--- src/sv/tlpc_pkg.sv ---
// Shared types and constants of the tile layer pixel compositor.
// No dependencies; every module file imports this package.
package tlpc_pkg;

  // four background lanes plus one sprite lane
  localparam int NumLayers = 4;
  localparam int NumLanes  = 5;
  localparam int SpriteLane = 4;

  localparam int ColorW  = 15;
  localparam int PixelW  = 16;
  localparam int PrioW   = 2;
  localparam int KeyW    = 5;
  localparam int CfgIdxW = 3;
  localparam int CfgDataW = 32;

  // bit positions inside one six-bit window enable group
  localparam int WinSpriteBit = 4;
  localparam int WinEffectBit = 5;

  typedef logic [2:0] lane_id_t;
  typedef logic [5:0] win_en_t;

  typedef enum logic [CfgIdxW-1:0] {
    CfgDispCtrl = 3'd0,
    CfgWin0H    = 3'd1,
    CfgWin0V    = 3'd2,
    CfgWin1H    = 3'd3,
    CfgWin1V    = 3'd4,
    CfgWinSet   = 3'd5,
    CfgBlend    = 3'd6,
    CfgLayerPri = 3'd7
  } cfg_reg_e;

  typedef enum logic [2:0] {
    ModeTiled0 = 3'd0,
    ModeTiled1 = 3'd1,
    ModeTiled2 = 3'd2
  } mode_e;

  typedef enum logic [1:0] {
    EffNone     = 2'd0,
    EffAlpha    = 2'd1,
    EffBrighten = 2'd2,
    EffDarken   = 2'd3
  } effect_e;

  // one lane's candidate: lower key wins
  typedef struct packed {
    logic              hit;
    logic [KeyW-1:0]   key;
    logic [ColorW-1:0] color;
  } lane_cand_t;

  typedef struct packed {
    logic              top_valid;
    logic [ColorW-1:0] top_color;
    logic              lower_valid;
    logic [ColorW-1:0] lower_color;
    logic [1:0]        effect;
  } comp_res_t;

endpackage

--- src/sv/tlpc_if.sv ---
// Request channels of the tile layer pixel compositor: pixel input and result output.
// No dependencies.
interface tlpc_in_if;
  logic        valid;
  logic        ready;
  logic [7:0]  pos_x;
  logic [7:0]  pos_y;
  logic [15:0] layer0_pixel;
  logic [15:0] layer1_pixel;
  logic [15:0] layer2_pixel;
  logic [15:0] layer3_pixel;
  logic [15:0] sprite_pixel;
  logic [1:0]  sprite_priority;
  logic [1:0]  sprite_flags;

  modport source (
    output valid, pos_x, pos_y, layer0_pixel, layer1_pixel, layer2_pixel, layer3_pixel,
    output sprite_pixel, sprite_priority, sprite_flags,
    input  ready
  );
  modport sink (
    input  valid, pos_x, pos_y, layer0_pixel, layer1_pixel, layer2_pixel, layer3_pixel,
    input  sprite_pixel, sprite_priority, sprite_flags,
    output ready
  );
endinterface

interface tlpc_out_if;
  logic        valid;
  logic        ready;
  logic        top_valid;
  logic [14:0] top_color;
  logic        lower_valid;
  logic [14:0] lower_color;
  logic [1:0]  effect;

  modport source (
    output valid, top_valid, top_color, lower_valid, lower_color, effect,
    input  ready
  );
  modport sink (
    input  valid, top_valid, top_color, lower_valid, lower_color, effect,
    output ready
  );
endinterface

--- src/sv/tlpc_window.sv ---
// Active window resolution: edge compares for win0 and win1, then priority select.
// Depends on tlpc_pkg.
module tlpc_window (
  input  logic [7:0]           pos_x_i,
  input  logic [7:0]           pos_y_i,
  input  logic                 spr_win_i,
  input  logic [15:0]          disp_ctrl_i,
  input  logic [15:0]          win0_h_i,
  input  logic [15:0]          win0_v_i,
  input  logic [15:0]          win1_h_i,
  input  logic [15:0]          win1_v_i,
  input  logic [31:0]          win_set_i,
  output tlpc_pkg::win_en_t    win_en_o
);
  import tlpc_pkg::*;

  // inside test with wrap when the start edge lies past the end edge
  function automatic logic in_span(logic [15:0] edges, logic [7:0] p);
    logic [7:0] lo;
    logic [7:0] hi;
    lo = edges[15:8];
    hi = edges[7:0];
    if (lo <= hi) begin
      return (p >= lo) && (p < hi);
    end
    return (p >= lo) || (p < hi);
  endfunction

  logic w0_on, w1_on, ws_on;
  logic in_w0, in_w1;

  assign w0_on = disp_ctrl_i[13];
  assign w1_on = disp_ctrl_i[14];
  assign ws_on = disp_ctrl_i[15];
  assign in_w0 = w0_on && in_span(win0_h_i, pos_x_i) && in_span(win0_v_i, pos_y_i);
  assign in_w1 = w1_on && in_span(win1_h_i, pos_x_i) && in_span(win1_v_i, pos_y_i);

  // win0 over win1 over sprite window over outside; all enabled when no window is on
  always_comb begin
    if (in_w0) begin
      win_en_o = win_set_i[5:0];
    end else if (in_w1) begin
      win_en_o = win_set_i[13:8];
    end else if (ws_on && spr_win_i) begin
      win_en_o = win_set_i[29:24];
    end else if (w0_on || w1_on || ws_on) begin
      win_en_o = win_set_i[21:16];
    end else begin
      win_en_o = '1;
    end
  end

endmodule

--- src/sv/tlpc_lane.sv ---
// One compositing lane: decides whether its pixel takes part and builds its order key.
// Depends on tlpc_pkg.
module tlpc_lane (
  input  tlpc_pkg::lane_id_t              lane_id_i,
  input  logic                            enable_i,
  input  logic [tlpc_pkg::PixelW-1:0]     pixel_i,
  input  logic [tlpc_pkg::PrioW-1:0]      prio_i,
  output tlpc_pkg::lane_cand_t            cand_o
);
  import tlpc_pkg::*;

  logic [2:0] sub;

  // sprite goes ahead of backgrounds of equal priority, then layer number
  assign sub = (lane_id_i == lane_id_t'(SpriteLane)) ? 3'd0 : lane_id_i + 3'd1;

  assign cand_o.hit   = enable_i && pixel_i[PixelW-1];
  assign cand_o.key   = {prio_i, sub};
  assign cand_o.color = pixel_i[ColorW-1:0];

endmodule

--- src/sv/tlpc_merge.sv ---
// Merge stage: ranks the lane candidates, picks top and lower pixel, resolves the effect.
// Depends on tlpc_pkg.
module tlpc_merge (
  input  tlpc_pkg::lane_cand_t cand_i [tlpc_pkg::NumLanes],
  input  tlpc_pkg::win_en_t    win_en_i,
  input  logic [13:0]          blend_i,
  input  logic                 semi_i,
  output tlpc_pkg::comp_res_t  res_o
);
  import tlpc_pkg::*;

  logic [NumLanes-1:0] is_top;
  logic [NumLanes-1:0] is_low;
  logic [2:0]          rank [NumLanes];
  logic [ColorW-1:0]   top_col, low_col;
  logic                force_alpha, apply, low_ok;
  logic [1:0]          eff_mode;

  // rank of each candidate = number of present candidates with a smaller key
  always_comb begin
    for (int i = 0; i < NumLanes; i++) begin
      rank[i] = '0;
      for (int j = 0; j < NumLanes; j++) begin
        if (j != i && cand_i[j].hit && (cand_i[j].key < cand_i[i].key)) begin
          rank[i] = rank[i] + 3'd1;
        end
      end
      is_top[i] = cand_i[i].hit && (rank[i] == 3'd0);
      is_low[i] = cand_i[i].hit && (rank[i] == 3'd1);
    end
  end

  // one-hot color select
  always_comb begin
    top_col = '0;
    low_col = '0;
    for (int i = 0; i < NumLanes; i++) begin
      top_col = top_col | ({ColorW{is_top[i]}} & cand_i[i].color);
      low_col = low_col | ({ColorW{is_low[i]}} & cand_i[i].color);
    end
  end

  // effect resolution
  assign eff_mode    = blend_i[7:6];
  assign force_alpha = is_top[SpriteLane] && semi_i;
  assign apply       = |(is_top & blend_i[4:0]) && win_en_i[WinEffectBit];
  assign low_ok      = (|is_low) && (force_alpha || eff_mode == EffAlpha)
                       && |(is_low & blend_i[12:8]);

  always_comb begin
    res_o.top_valid   = |is_top;
    res_o.top_color   = top_col;
    res_o.lower_valid = low_ok;
    res_o.lower_color = low_ok ? low_col : '0;
    if (force_alpha) begin
      res_o.effect = EffAlpha;
    end else if (apply) begin
      res_o.effect = eff_mode;
    end else begin
      res_o.effect = EffNone;
    end
  end

endmodule

--- src/sv/tile_layer_pixel_compositor_core.sv ---
// Top level of the tile layer pixel compositor: configuration registers, two-stage pipeline.
// Depends on tlpc_pkg, tlpc_if, tlpc_window, tlpc_lane and tlpc_merge.
//
// Usage: one request on in_i carries a screen position, four background pixels and a
// sprite pixel with its priority and flags. One result per request leaves on out_o with
// the top pixel, the lower blend target and the effect code.
// Stage one resolves the active window from the edge registers; stage two runs five lanes
// (four backgrounds, one sprite) side by side and the merge stage ranks them and picks the
// two front pixels. The result register is the output.
// A request passes the stage one register, then the result register, which drives out_o.
// Throughput: one request per clock while out_o.ready is high; the two pipeline
// registers each take a new request in the cycle their current content moves on.
// Stalls: when out_o.ready is low the result holds, the stage behind it holds, and
// in_i.ready falls once both are full; nothing is dropped.
// Reset (rst_ni low, asynchronous) empties the pipeline and zeroes the config registers.
// Configuration: cfg_we_i writes cfg_wdata_i into register cfg_idx_i at the clock edge,
// truncated to the register width; write only while the pipeline is empty.
module tile_layer_pixel_compositor_core (
  input  logic                           clk_i,
  input  logic                           rst_ni,
  input  logic                           cfg_we_i,
  input  logic [tlpc_pkg::CfgIdxW-1:0]   cfg_idx_i,
  input  logic [tlpc_pkg::CfgDataW-1:0]  cfg_wdata_i,
  tlpc_in_if.sink                        in_i,
  tlpc_out_if.source                     out_o
);
  import tlpc_pkg::*;

  // configuration registers
  logic [15:0] disp_ctrl_q, win0_h_q, win0_v_q, win1_h_q, win1_v_q;
  logic [31:0] win_set_q;
  logic [13:0] blend_q;
  logic [7:0]  layer_pri_q;

  always_ff @(posedge clk_i or negedge rst_ni) begin
    if (!rst_ni) begin
      disp_ctrl_q <= '0;
      win0_h_q    <= '0;
      win0_v_q    <= '0;
      win1_h_q    <= '0;
      win1_v_q    <= '0;
      win_set_q   <= '0;
      blend_q     <= '0;
      layer_pri_q <= '0;
    end else if (cfg_we_i) begin
      case (cfg_reg_e'(cfg_idx_i))
        CfgDispCtrl: disp_ctrl_q <= cfg_wdata_i[15:0];
        CfgWin0H:    win0_h_q    <= cfg_wdata_i[15:0];
        CfgWin0V:    win0_v_q    <= cfg_wdata_i[15:0];
        CfgWin1H:    win1_h_q    <= cfg_wdata_i[15:0];
        CfgWin1V:    win1_v_q    <= cfg_wdata_i[15:0];
        CfgWinSet:   win_set_q   <= cfg_wdata_i;
        CfgBlend:    blend_q     <= cfg_wdata_i[13:0];
        CfgLayerPri: layer_pri_q <= cfg_wdata_i[7:0];
        default: ;
      endcase
    end
  end

  // pipeline handshake
  logic s1_valid_q, out_valid_q;
  logic s1_ready, s2_ready;

  assign s2_ready   = !out_valid_q || out_o.ready;
  assign s1_ready   = !s1_valid_q || s2_ready;
  assign in_i.ready = s1_ready;

  // stage one: window select
  win_en_t win_en;

  tlpc_window u_window (
    .pos_x_i    (in_i.pos_x),
    .pos_y_i    (in_i.pos_y),
    .spr_win_i  (in_i.sprite_flags[1]),
    .disp_ctrl_i(disp_ctrl_q),
    .win0_h_i   (win0_h_q),
    .win0_v_i   (win0_v_q),
    .win1_h_i   (win1_h_q),
    .win1_v_i   (win1_v_q),
    .win_set_i  (win_set_q),
    .win_en_o   (win_en)
  );

  win_en_t           s1_win_q;
  logic [PixelW-1:0] s1_pix_q [NumLanes];
  logic [PrioW-1:0]  s1_sprio_q;
  logic              s1_semi_q;

  always_ff @(posedge clk_i or negedge rst_ni) begin
    if (!rst_ni) begin
      s1_valid_q <= 1'b0;
    end else if (s1_ready) begin
      s1_valid_q <= in_i.valid;
    end
  end

  always_ff @(posedge clk_i) begin
    if (s1_ready && in_i.valid) begin
      s1_win_q    <= win_en;
      s1_pix_q[0] <= in_i.layer0_pixel;
      s1_pix_q[1] <= in_i.layer1_pixel;
      s1_pix_q[2] <= in_i.layer2_pixel;
      s1_pix_q[3] <= in_i.layer3_pixel;
      s1_pix_q[SpriteLane] <= in_i.sprite_pixel;
      s1_sprio_q  <= in_i.sprite_priority;
      s1_semi_q   <= in_i.sprite_flags[0];
    end
  end

  // stage two: layers allowed by the tiled mode, the layer enables and the window
  logic [NumLayers-1:0] mode_mask, allowed;

  always_comb begin
    case (disp_ctrl_q[2:0])
      ModeTiled0: mode_mask = 4'hF;
      ModeTiled1: mode_mask = 4'h7;
      ModeTiled2: mode_mask = 4'hC;
      default:    mode_mask = 4'h0;
    endcase
  end

  assign allowed = mode_mask & disp_ctrl_q[11:8] & s1_win_q[NumLayers-1:0];

  logic [NumLanes-1:0] lane_en;
  logic [PrioW-1:0]    lane_prio [NumLanes];
  lane_cand_t          cand [NumLanes];

  always_comb begin
    for (int l = 0; l < NumLayers; l++) begin
      lane_en[l]   = allowed[l];
      lane_prio[l] = layer_pri_q[2*l +: 2];
    end
    lane_en[SpriteLane]   = s1_win_q[WinSpriteBit];
    lane_prio[SpriteLane] = s1_sprio_q;
  end

  for (genvar g = 0; g < NumLanes; g++) begin : g_lane
    tlpc_lane u_lane (
      .lane_id_i(lane_id_t'(g)),
      .enable_i (lane_en[g]),
      .pixel_i  (s1_pix_q[g]),
      .prio_i   (lane_prio[g]),
      .cand_o   (cand[g])
    );
  end

  comp_res_t res, res_q;

  tlpc_merge u_merge (
    .cand_i  (cand),
    .win_en_i(s1_win_q),
    .blend_i (blend_q),
    .semi_i  (s1_semi_q),
    .res_o   (res)
  );

  // output register
  always_ff @(posedge clk_i or negedge rst_ni) begin
    if (!rst_ni) begin
      out_valid_q <= 1'b0;
    end else if (s2_ready) begin
      out_valid_q <= s1_valid_q;
    end
  end

  always_ff @(posedge clk_i) begin
    if (s2_ready && s1_valid_q) begin
      res_q <= res;
    end
  end

  assign out_o.valid       = out_valid_q;
  assign out_o.top_valid   = res_q.top_valid;
  assign out_o.top_color   = res_q.top_color;
  assign out_o.lower_valid = res_q.lower_valid;
  assign out_o.lower_color = res_q.lower_color;
  assign out_o.effect      = res_q.effect;

  // checks
  a_lower_needs_top: assert property (@(posedge clk_i) disable iff (!rst_ni)
    out_valid_q |-> (!res_q.lower_valid || res_q.top_valid))
    else $error("lower pixel without a top pixel");

  a_empty_is_zero: assert property (@(posedge clk_i) disable iff (!rst_ni)
    (out_valid_q && !res_q.top_valid) |->
      (res_q.top_color == '0 && res_q.effect == EffNone && res_q.lower_color == '0))
    else $error("empty result carries nonzero fields");

  a_accept_fills_s1: assert property (@(posedge clk_i) disable iff (!rst_ni)
    (in_i.valid && in_i.ready) |=> s1_valid_q)
    else $error("accepted request lost at stage one");

  a_s1_holds: assert property (@(posedge clk_i) disable iff (!rst_ni)
    (s1_valid_q && !s2_ready) |=> (s1_valid_q && $stable(s1_win_q)))
    else $error("stage one changed while stalled");

endmodule
--- src/flat_wrapper.sv ---
// flat-port wrapper written by rule: the top's interface ports become plain ports
module tile_layer_pixel_compositor_core_flat import tlpc_pkg::*;
  (clk_i, rst_ni, cfg_we_i, cfg_idx_i, cfg_wdata_i, in_i_valid, in_i_pos_x, in_i_pos_y, in_i_layer0_pixel, in_i_layer1_pixel, in_i_layer2_pixel, in_i_layer3_pixel, in_i_sprite_pixel, in_i_sprite_priority, in_i_sprite_flags, in_i_ready, out_o_valid, out_o_top_valid, out_o_top_color, out_o_lower_valid, out_o_lower_color, out_o_effect, out_o_ready);
  tlpc_in_if in_i_i ();
  tlpc_out_if out_o_i ();
  input  logic clk_i;
  input  logic rst_ni;
  input  logic cfg_we_i;
  input  logic [tlpc_pkg::CfgIdxW-1:0] cfg_idx_i;
  input  logic [tlpc_pkg::CfgDataW-1:0] cfg_wdata_i;
  input wire logic [$bits(in_i_i.valid)-1:0] in_i_valid;
  input wire logic [$bits(in_i_i.pos_x)-1:0] in_i_pos_x;
  input wire logic [$bits(in_i_i.pos_y)-1:0] in_i_pos_y;
  input wire logic [$bits(in_i_i.layer0_pixel)-1:0] in_i_layer0_pixel;
  input wire logic [$bits(in_i_i.layer1_pixel)-1:0] in_i_layer1_pixel;
  input wire logic [$bits(in_i_i.layer2_pixel)-1:0] in_i_layer2_pixel;
  input wire logic [$bits(in_i_i.layer3_pixel)-1:0] in_i_layer3_pixel;
  input wire logic [$bits(in_i_i.sprite_pixel)-1:0] in_i_sprite_pixel;
  input wire logic [$bits(in_i_i.sprite_priority)-1:0] in_i_sprite_priority;
  input wire logic [$bits(in_i_i.sprite_flags)-1:0] in_i_sprite_flags;
  output wire logic [$bits(in_i_i.ready)-1:0] in_i_ready;
  output wire logic [$bits(out_o_i.valid)-1:0] out_o_valid;
  output wire logic [$bits(out_o_i.top_valid)-1:0] out_o_top_valid;
  output wire logic [$bits(out_o_i.top_color)-1:0] out_o_top_color;
  output wire logic [$bits(out_o_i.lower_valid)-1:0] out_o_lower_valid;
  output wire logic [$bits(out_o_i.lower_color)-1:0] out_o_lower_color;
  output wire logic [$bits(out_o_i.effect)-1:0] out_o_effect;
  input wire logic [$bits(out_o_i.ready)-1:0] out_o_ready;
  assign in_i_i.valid = in_i_valid;
  assign in_i_i.pos_x = in_i_pos_x;
  assign in_i_i.pos_y = in_i_pos_y;
  assign in_i_i.layer0_pixel = in_i_layer0_pixel;
  assign in_i_i.layer1_pixel = in_i_layer1_pixel;
  assign in_i_i.layer2_pixel = in_i_layer2_pixel;
  assign in_i_i.layer3_pixel = in_i_layer3_pixel;
  assign in_i_i.sprite_pixel = in_i_sprite_pixel;
  assign in_i_i.sprite_priority = in_i_sprite_priority;
  assign in_i_i.sprite_flags = in_i_sprite_flags;
  assign in_i_ready = in_i_i.ready;
  assign out_o_valid = out_o_i.valid;
  assign out_o_top_valid = out_o_i.top_valid;
  assign out_o_top_color = out_o_i.top_color;
  assign out_o_lower_valid = out_o_i.lower_valid;
  assign out_o_lower_color = out_o_i.lower_color;
  assign out_o_effect = out_o_i.effect;
  assign out_o_i.ready = out_o_ready;
  tile_layer_pixel_compositor_core u_core (.clk_i(clk_i), .rst_ni(rst_ni), .cfg_we_i(cfg_we_i), .cfg_idx_i(cfg_idx_i), .cfg_wdata_i(cfg_wdata_i), .in_i(in_i_i), .out_o(out_o_i));
endmodule
--- config.mk ---
export PLATFORM = sky130hd
export DESIGN_NAME = tile_layer_pixel_compositor_core_flat
export DESIGN_NICKNAME = d
export VERILOG_FILES = /design/src/sv/tlpc_pkg.sv /design/src/sv/tlpc_if.sv /design/src/sv/tlpc_window.sv /design/src/sv/tlpc_lane.sv /design/src/sv/tlpc_merge.sv /design/src/sv/tile_layer_pixel_compositor_core.sv /design/src/flat_wrapper.sv
export SDC_FILE = /design/constraint.sdc
export NUM_CORES = 1
export LEC_CHECK = 0
export BUFFER_PORTS_ARGS = -buffer_cell sky130_fd_sc_hd__buf_4
export CAP_MARGIN = 20
export CORE_MARGIN = 3
export CORE_UTILIZATION = 40
export CTS_CLUSTER_SIZE = 16
export DETAILED_ROUTE_END_ITERATION = 6
export GPL_TIMING_DRIVEN = 0
export SLEW_MARGIN = 20
export SYNTH_ARGS = -nofsm -noshare
export SYNTH_HDL_FRONTEND = slang
export SYNTH_SLANG_ARGS = --single-unit
export TNS_END_PERCENT = 5
--- constraint.sdc ---
create_clock -name clk_i -period 4.6 [get_ports clk_i]
set_input_delay 0.69 -clock clk_i [delete_from_list [all_inputs] [get_ports clk_i]]
set_output_delay 0.69 -clock clk_i [all_outputs]
set_load 0.03 [all_outputs]
==> metrics <==
run status complete, but fails checks; violated checks DRC; slowest stage delay, CP 540 ps; effective utilization at floorplan 0.410; final hold violation count 0; cell family contributing the most delay on the critical path compound AO/OA/AOI/OAI gates; predominant post-synthesis flop cell edfxtp_1; number of global-route vias before repair 9225; initial antenna violation count 2; sum of routed wire length over all layers 34.0 mm; category of the critical setup timing path flip-flop to flip-flop; ratio of total power to cell area 430 nW/um^2; post-CTS setup buffers 0; Placement Rows 64; netlist area before placement 12700 sq um; area overhead of the layout relative to synthesis 22.3%; GRT Total Usage 0.198; internal power 4690 uW; yosys synthesis warning count 0; master of the slowest instance on the critical path or4_1; number of buffers inserted by port buffering 167; detail-routed via count per cell 5.53; max-slew violation count 0; switching power as a share of total power 0.295; total number of nets in the final design 1495; required time reported for the critical path endpoint 4900 ps; number of remaining DRC errors 1; clock buffer count from CTS 28; post-synthesis average cell area 12.2 sq um; count of unique library cells instantiated by Yosys 71; floorplan core area 30900 sq um; footprint of the multi-input gates 5510 sq um; chip height 184 um; type of the tightest min-delay check primary input to flip-flop; element type at the critical path start flip-flop; buffer depth of the longest clock path 3; #FFs+latches synth 243; diodes inserted 0; final estimated routing congestion in global placement 0.830; leakage power summed over all cells 0.00665 uW; async set-reset flop share out of synthesis 0.494; Die X-Extent 184 um; post-route minimum period 4410 ps; largest net degree at the start of global routing 90; first-pass GRT wire length 52.0 mm; synthesized netlist cell count 1038; H-tree Lvls 1; Setup TNS 0 ps; worst skew pair latency 560 ps; instance area after placement 14500 sq um; Final setup violation count 0; RSZ-0062 raised after global routing true; Mapped Nets 1293; sequential share of power 0.425; clock network power share 0.343; Gate power share 0.232; routed length per instance 20.5 um; DRT Pass-1 Iters 7; fill cell instance count of the final layout 2764; final setup skew 23.9 ps; final instance area 15500 sq um; clock slew seen by the registers of the worst setup and hold paths 60 ps; count of boundary I/O pins 176; share of post-route cells with drive strength above 1 0.272; half-perimeter wire length of the detailed placement result 24.3 mm; Psw 1960 uW; largest fanout on the critical path 10; kind of capture point of the worst setup path flip-flop; fmax 227 MHz; library cell used as clock root buffer clkbuf_16; total buffers and inverters traversed by the critical path 5; worst IR drop on VDD 0.257 mV; number of synthesized flops with an enable pin 123; register cell area after layout 6700 sq um; normalized max-slew margin 0.514; sequential share of the synthesized area 0.529; maximum capacitance violations 0; number of design-rule violations left by the first detailed-router iteration 582; Critical Path, Cell by Cell inv_1, ha_1, and3b_1, o211ai_1, inv_1, ha_1, xnor2_2, inv_1, ha_1, or4_1, a41oi_1, o32ai_1, and2_1, clkbuf_1, buf_4, a22oi_1, a21oi_2; worst-margin pin slew 727 ps; Arrival @ worst endpoint 4710 ps; Sink Count 243; overall overflow remaining after global route 0; Final period util 0.959; total number of vias 9173; die area 33800 sq um; clock tree from TritonCTS yes; count of nets left with antenna violations after detail routing 0
## placed cells by master (no fill, tap or decap), drive strengths merged, types with 13 or more instances in the layout
| cell | n |
|---|---|
| buf | 178 |
| edfxtp | 123 |
| dfrtp | 120 |
| ha | 115 |
| inv | 92 |
| nand2 | 90 |
| mux2 | 82 |
| o21ai | 66 |
| clkbuf | 57 |
| a21oi | 46 |
| a222oi | 32 |
| a22oi | 31 |
| nor2 | 19 |
| nand2b | 14 |
| nand3 | 13 |
## cell usage after synthesis, drive strengths merged (3+ instances only)
library cell,n,area share
edfxtp,123,0.29
dfrtp,120,0.24
ha,115,0.11
inv,90,0.027
nand2,90,0.027
mux2,82,0.073
o21ai,66,0.026
a21oi,46,0.023
a222oi,32,0.025
a22oi,31,0.018
clkbuf,24,0.0071
nor2,19,0.0056
nand2b,14,0.0075
nand3,13,0.0051
a211oi,10,0.010
nand4,10,0.0049
nor2b,10,0.0051
o211ai,10,0.0059
nor3,9,0.0036
and2,8,0.0040
mux2i,8,0.0063
buf,7,0.0041
a21o,6,0.0036
o21a,6,0.0036
xnor2,6,0.0042
a2111o,5,0.0044
nand4b,5,0.0046
o22ai,5,0.0025
a2111oi,4,0.0042
a31oi,4,0.0020
and3,4,0.0020
maj3,4,0.0032
nand3b,4,0.0024
o21bai,4,0.0024
or2,4,0.0020
or3,4,0.0020
a21boi,3,0.0018
and3b,3,0.0021
nor3b,3,0.0018
o31ai,3,0.0018
or4,3,0.0024
## state kept, by name (all words and copies together), names as in the netlist, 2 cells and up
| signal | count |
|---|---|
| u_core.layer_pri_q | 8 |
| u_core.disp_ctrl_q | 10 |
| u_core.win0_h_q | 16 |
| u_core.s1_pix_q | 80 |
| u_core.blend_q | 12 |
| u_core.out_o.effect | 2 |
| u_core.win_set_q | 24 |
| u_core.win0_v_q | 16 |
| u_core.s1_sprio_q | 2 |
| u_core.win1_h_q | 16 |
| u_core.s1_win_q | 6 |
| u_core.out_o.top_color | 15 |
| u_core.win1_v_q | 16 |
| u_core.out_o.lower_color | 15 |
## repair_timing
item / 4_1_cts / 5_1_grt
hold endpoints to repair: 31 / 0
setup endpoints to repair: 0 / 21
gates resized for setup: 0 / 9
hold buffers: 1 / 0
## metrics by stage
| stage | total power [uW] | setup WS (ps) | utilization | hold slack (ps) | instances |
|---|---|---|---|---|---|
| after detailed placement | 4410 | 57.6 | 0.469 | 477 | 1605 |
| final | 6660 | 190 | 0.501 | 308 | 1658 |
| after global placement | 4370 | 18.4 | 0.466 | 461 | 1601 |
| after CTS | 6710 | 13.1 | 0.500 | 283 | 1658 |
| after floorplan | 3870 | 767 | - | 394 | 1038 |
| after global routing | 7040 | -2.15 | 0.501 | 281 | 1658 |
## metal layers
layer / GRT usage / vias up / share of wire
li1: - / 4320 / -
met1: 0.269 / 4521 / 0.43
met2: 0.330 / 267 / 0.49
met3: 0.0295 / 63 / 0.053
met4: 0.0587 / 2 / 0.027
met5: 0 / - / 0.00056
## power by group through the flow
stage / clock [uW] / sequential (uW) / combinational (uW)
final: 2280 / 2830 / 1550
after global routing: 2430 / 2870 / 1740
after CTS: 2330 / 2830 / 1560
after detailed placement: 0 / 2870 / 1550
after global placement: 0 / 2870 / 1500
after floorplan: 0 / 2880 / 995
## path summary, 6_finish.rpt
check | depth (start not counted) | slack, ps | startpoint | to
setup reg to reg | 17 | 190 | u_core.layer_pri_q[5]$_DFFE_PN0P_ | u_core.out_o.lower_color[6]$_SDFFCE_PN0P_
max in group asynchronous | 3 | 3280 | rst_ni | u_core.blend_q[12]$_DFFE_PN0P_
hold reg to reg | 1 | 480 | u_core.s1_valid_q$_DFFE_PN0N_ | u_core.out_o.valid$_DFFE_PN0P_
hold / removal | 1 | 310 | in_i_layer0_pixel[6] | u_core.s1_pix_q[0][6]$_DFFE_PP_
min in group asynchronous | 2 | 590 | rst_ni | u_core.win0_h_q[10]$_DFFE_PN0P_
setup / recovery | 17 | 190 | u_core.layer_pri_q[5]$_DFFE_PN0P_ | u_core.out_o.lower_color[6]$_SDFFCE_PN0P_
## kinds of logic (layout without fill, tap and decap cells)
kind of cell / Yosys count / count (layout) / share of synthesized area
simple gates: 207 / 207 / 0.0847
flops: 243 / 243 / 0.529
mux: 90 / 90 / 0.0792
compound gates: 250 / 250 / 0.147
buf+inv: 121 / 345 / 0.0378
fa+ha+maj: 119 / 119 / 0.117
xor+xnor: 8 / 8 / 0.00553
## cell type report
class                      count  area share
sequential                   243       0.433
multi-input combinational    674       0.356
timing repair buffer         172      0.0874
clock buffer                  33      0.0465
tap                          396      0.0320
inverter                      90      0.0218
clock inverter                19      0.0143
buffer                        31     0.00946
No activity file was read; power rests on OpenSTA's default activity.
